==> config.mk <==
export PLATFORM = sky130hd
export DESIGN_NAME = afm_ram
export DESIGN_NICKNAME = d
export VERILOG_FILES = /design/src/rtl/afm_ram.sv
export SDC_FILE = /design/constraint.sdc
export NUM_CORES = 2
export LEC_CHECK = 0
export BUFFER_PORTS_ARGS = -buffer_cell sky130_fd_sc_hd__buf_2
export CORE_AREA = 2 2 618 620
export CTS_CLUSTER_DIAMETER = 60
export CTS_CLUSTER_SIZE = 14
export DETAILED_ROUTE_END_ITERATION = 16
export DIE_AREA = 0 0 620 622
export GPL_ROUTABILITY_DRIVEN = 0
export PLACE_DENSITY = 0.69
export SYNTH_ARGS = -nofsm -noshare
export SYNTH_HDL_FRONTEND = slang
export SYNTH_MEMORY_MAX_BITS = 65536
export SYNTH_SLANG_ARGS = --single-unit
==> constraint.sdc <==
create_clock -name clk -period 2.8 [get_ports clk]
set_input_delay 0.14 -clock clk [delete_from_list [all_inputs] [get_ports clk]]
set_output_delay 0.14 -clock clk [all_outputs]
set_load 0.02 [all_outputs]
==> src/rtl/afm_ram.sv <==
// single port write, single port read synchronous memory
// no dependencies
`default_nettype none
module afm_ram #(
  parameter int WIDTH = 17,
  parameter int DEPTH = 256
) (
  input  wire logic                     clk,
  input  wire logic                     we,
  input  wire logic [$clog2(DEPTH)-1:0] waddr,
  input  wire logic [WIDTH-1:0]         wdata,
  input  wire logic [$clog2(DEPTH)-1:0] raddr,
  output logic [WIDTH-1:0]              rdata
);

  logic [WIDTH-1:0] mem [DEPTH];

  always_ff @(posedge clk) begin
    if (we) begin
      mem[waddr] <= wdata;
    end
    rdata <= mem[raddr];
  end

endmodule
`default_nettype wire

==> flow_metrics.py <==
metrics = {
    "synth": {
        "syn-num-nets": 7832,
        "synth_area_mm2": 0.170,
        "synthFlopType": "edfxtp_1",
        "synth_cell_type_count": 74,
        "async_reset_ff_share_pct": 0,
        "synth_seq_cells": 4369,
        "ys.warnings.count": 0,
        "syn_inst": 7797,
        "synth-seq-area-share_pct": 77.2,
        "synth_edf_count": 4352,
        "avgSynthCellArea_um2": 21.8,
    },
    "outcome": {
        "violations": "setup timing",
        "status": "finished with violations",
    },
    "place": {
        "post_dp_cell_area_mm2": 0.184,
        "port_buffers": 51,
        "place_ws_ps": -794,
        "hpwl_um": 284000,
    },
    "global_routing": {
        "grt_pass1_vias": 85800,
        "antenna_found_initial": 30,
        "track_usage_pct": 23.2,
        "grt_pass1_wl_um": 640000,
        "grt_remaining_overflow": 0,
        "grt_max_degree": 117,
    },
    "die": {
        "die_y_um": 622,
        "rows": 226,
        "die-width_um": 620,
        "start_util_pct": 44.9,
        "num_io_pins": 52,
        "coreArea_mm2": 0.378,
        "dieArea_mm2": 0.386,
    },
    "clocking": {
        "clockBufferDepth": 4,
        "cts_tree": "built",
        "clock_latency_ps": 950,
        "clock-sinks": 4369,
        "htreeDepth": 5,
        "cts-root-buf": "clkbuf_16",
        "cts_buffers": 359,
        "cts.reportedPaths.clkPinSlew_ps": 70,
    },
    "worst_hold_path": {
        "hold_path_class": "in -> reg",
        "hold_start": "waddr[1]",
    },
    "drt": {
        "vias": 86700,
        "drt-initial-drc-count": 13200,
        "drtPass1Iterations": 8,
        "via_per_inst": 6.18,
        "drc": 0,
        "wl_um": 453000,
        "post_drt_wl_per_cell_um": 32.3,
        "ant_nets": 0,
    },
    "sta": {
        "tightestPinTransition_ps": 1260,
        "relSlewSlack_pct": 15.1,
        "report.final.slew_viol_count": 0,
        "fin_skew_ps": 56.8,
        "fmax_mhz": 340,
        "finalHoldViolCount": 0,
        "tns_ps": -150,
        "setup_viol": 2,
        "period_share_pct": 105,
        "whs_ps": 112,
        "min_period_ps": 2940,
        "layout_setup_ws_ps": -144,
    },
    "power_and_ir_drop": {
        "p_int_w": 0.0992,
        "leakage_nw": 62.2,
        "vdd_drop_max_uv": 529,
        "seqPwrFrac_pct": 57.2,
        "clockPowerShare_pct": 36.6,
        "switchingPower_w": 0.0270,
        "p_comb_share_pct": 6.2,
        "power_density_mw_per_mm2": 651,
        "switching_share_pct": 21.4,
    },
    "worst_setup_path": {
        "cp_data_required_time_ps": 3630,
        "worst_ep_arrival_time_ps": 3770,
        "end_kind": "flop",
        "r2r_start": "mem[235][5]",
        "cp-start-kind": "flop",
        "criticalPathCategory": "reg -> reg",
        "cp-startpoint": "mem[235][5]",
        "critPathMaxFanout": 2,
    },
    "run": {
        "drv_cap": 0,
    },
    "layout": {
        "syn_to_final_growth_pct": 14.2,
        "fillers": 29000,
        "drive_gt1_share_pct": 30.0,
        "utilization_pct": 51.2,
        "final_area_mm2": 0.194,
        "nNetsFinal": 8911,
    },
}
-- worst max-delay path, cell delays in order (launching register included) --
cell,delay [ps]
edfxtp_1,370
mux4_2,600
a21oi_1,210
nand2_1,100
o311a_1,200
o31ai_1,870
buf_4,240
nor4_2,80
and3_1,170
-- cell type report --
cell class | instances | area [um2] | share of cell area [%]
multi-input combinational | 2957 | 35600 | 18.4
tap | 5016 | 6280 | 3.24
timing repair buffer | 1184 | 10800 | 5.59
sequential | 4369 | 131000 | 67.6
clock buffer | 434 | 9470 | 4.88
clock inverter | 41 | 537 | 0.277
inverter | 5 | 31.3 | 0.0161
antenna | 13 | 32.5 | 0.0168
-- registers in the layout (all words and copies together) (netlist names) --
signal and cells:
mem 4352, rdata 17
-- through the flow --
| step | cells | power [W] |
|---|---|---|
| floorplan | 7797 | 0.0773 |
| CTS | 14000 | 0.127 |
| global route | 14000 | 0.129 |
| global placement | 13500 | 0.0811 |
| finish | 14000 | 0.126 |
| detailed placement | 13500 | 0.0813 |
-- cells in the mapped netlist, types with 16 or more instances --
library cell  number  share of area [%]
buf_2             95               0.28
dfxtp_1           17               0.20
a22oi_1           33               0.15
nor3_1           109               0.32
buf_8             30               0.27
nor2_1           333               0.74
buf_1             38              0.084
buf_6             57               0.38
mux4_2           897                 12
nand2_1          216               0.48
o22ai_1          186               0.69
buf_4             37               0.16
o21ai_0           42               0.12
a211oi_1          16              0.071
mux2i_1          509                3.0
a21oi_1          108               0.32
nand3_1           65               0.19
clkbuf_1         150               0.33
edfxtp_1        4352                 77
mux2_2            20               0.13
o221ai_1         134               0.69
nand4_1           21              0.077
buf_12            44               0.52
mux4_1            46               0.71
-- metal layers --
layer | global-route usage (%) | routed length, um | vias up
met4 | 8.49 | 19800 | 14
li1 | - | - | 34900
met3 | 5.36 | 51700 | 804
met5 | 0 | 109 | -
met1 | 32.1 | 169000 | 45700
met2 | 36.1 | 211000 | 5316
-- power by group through the flow --
| stage | Combinational, W | Clock [W] | Sequential (W) |
|---|---|---|---|
| 2_1_floorplan | 0.00367 | 0 | 0.0736 |
| 5_1_grt | 0.00808 | 0.0490 | 0.0722 |
| 3_5_place_dp | 0.00767 | 0 | 0.0736 |
| 3_3_place_gp | 0.00752 | 0 | 0.0736 |
| 4_1_cts | 0.00772 | 0.0467 | 0.0722 |
| 6_report | 0.00779 | 0.0462 | 0.0722 |
-- placed cells by master, fill, tap and decap left out, types with 33 or more instances in the layout --
cell and n:
a21oi_1 108, a22oi_1 33, buf_12 146, buf_4 968
clkbuf_1 65, clkbuf_16 368, edfxtp_1 4352, mux2i_1 509
mux4_1 46, mux4_2 897, nand2_1 216, nand3_1 56
nor2_1 153, nor2_2 179, nor3_1 109, o21ai_0 42
o221ai_1 134, o22ai_1 186
-- logic make-up (layout without fill, tap and decap cells) --
| logic type | after synthesis | count (layout) | synth area share (%) |
|---|---|---|---|
| AND/OR/NAND/NOR | 836 | 836 | 2.19 |
| AO/OA/AOI/OAI | 649 | 649 | 2.71 |
| flip-flops | 4369 | 4369 | 77.2 |
| multiplexers | 1472 | 1472 | 15.8 |
| other | 0 | 13 | 0 |
| buffers and inverters | 471 | 1664 | 2.14 |
-- final timing paths --
path	endpoint	slack (ps)	depth (start not counted)
setup reg to reg	rdata[5]	-140	8
hold reg to reg	rdata[8]	1040	6
hold / removal	mem[27][9]	110	4
setup / recovery	rdata[5]	-140	8
-- timing repair --
item,4_1_cts,5_1_grt
setup endpoints to repair,2,1
resized for setup,2,1
hold endpoints to repair,2741,0
setup buffers,0,0
hold buffers,21,0
No activity file was read; power rests on OpenSTA's default activity.
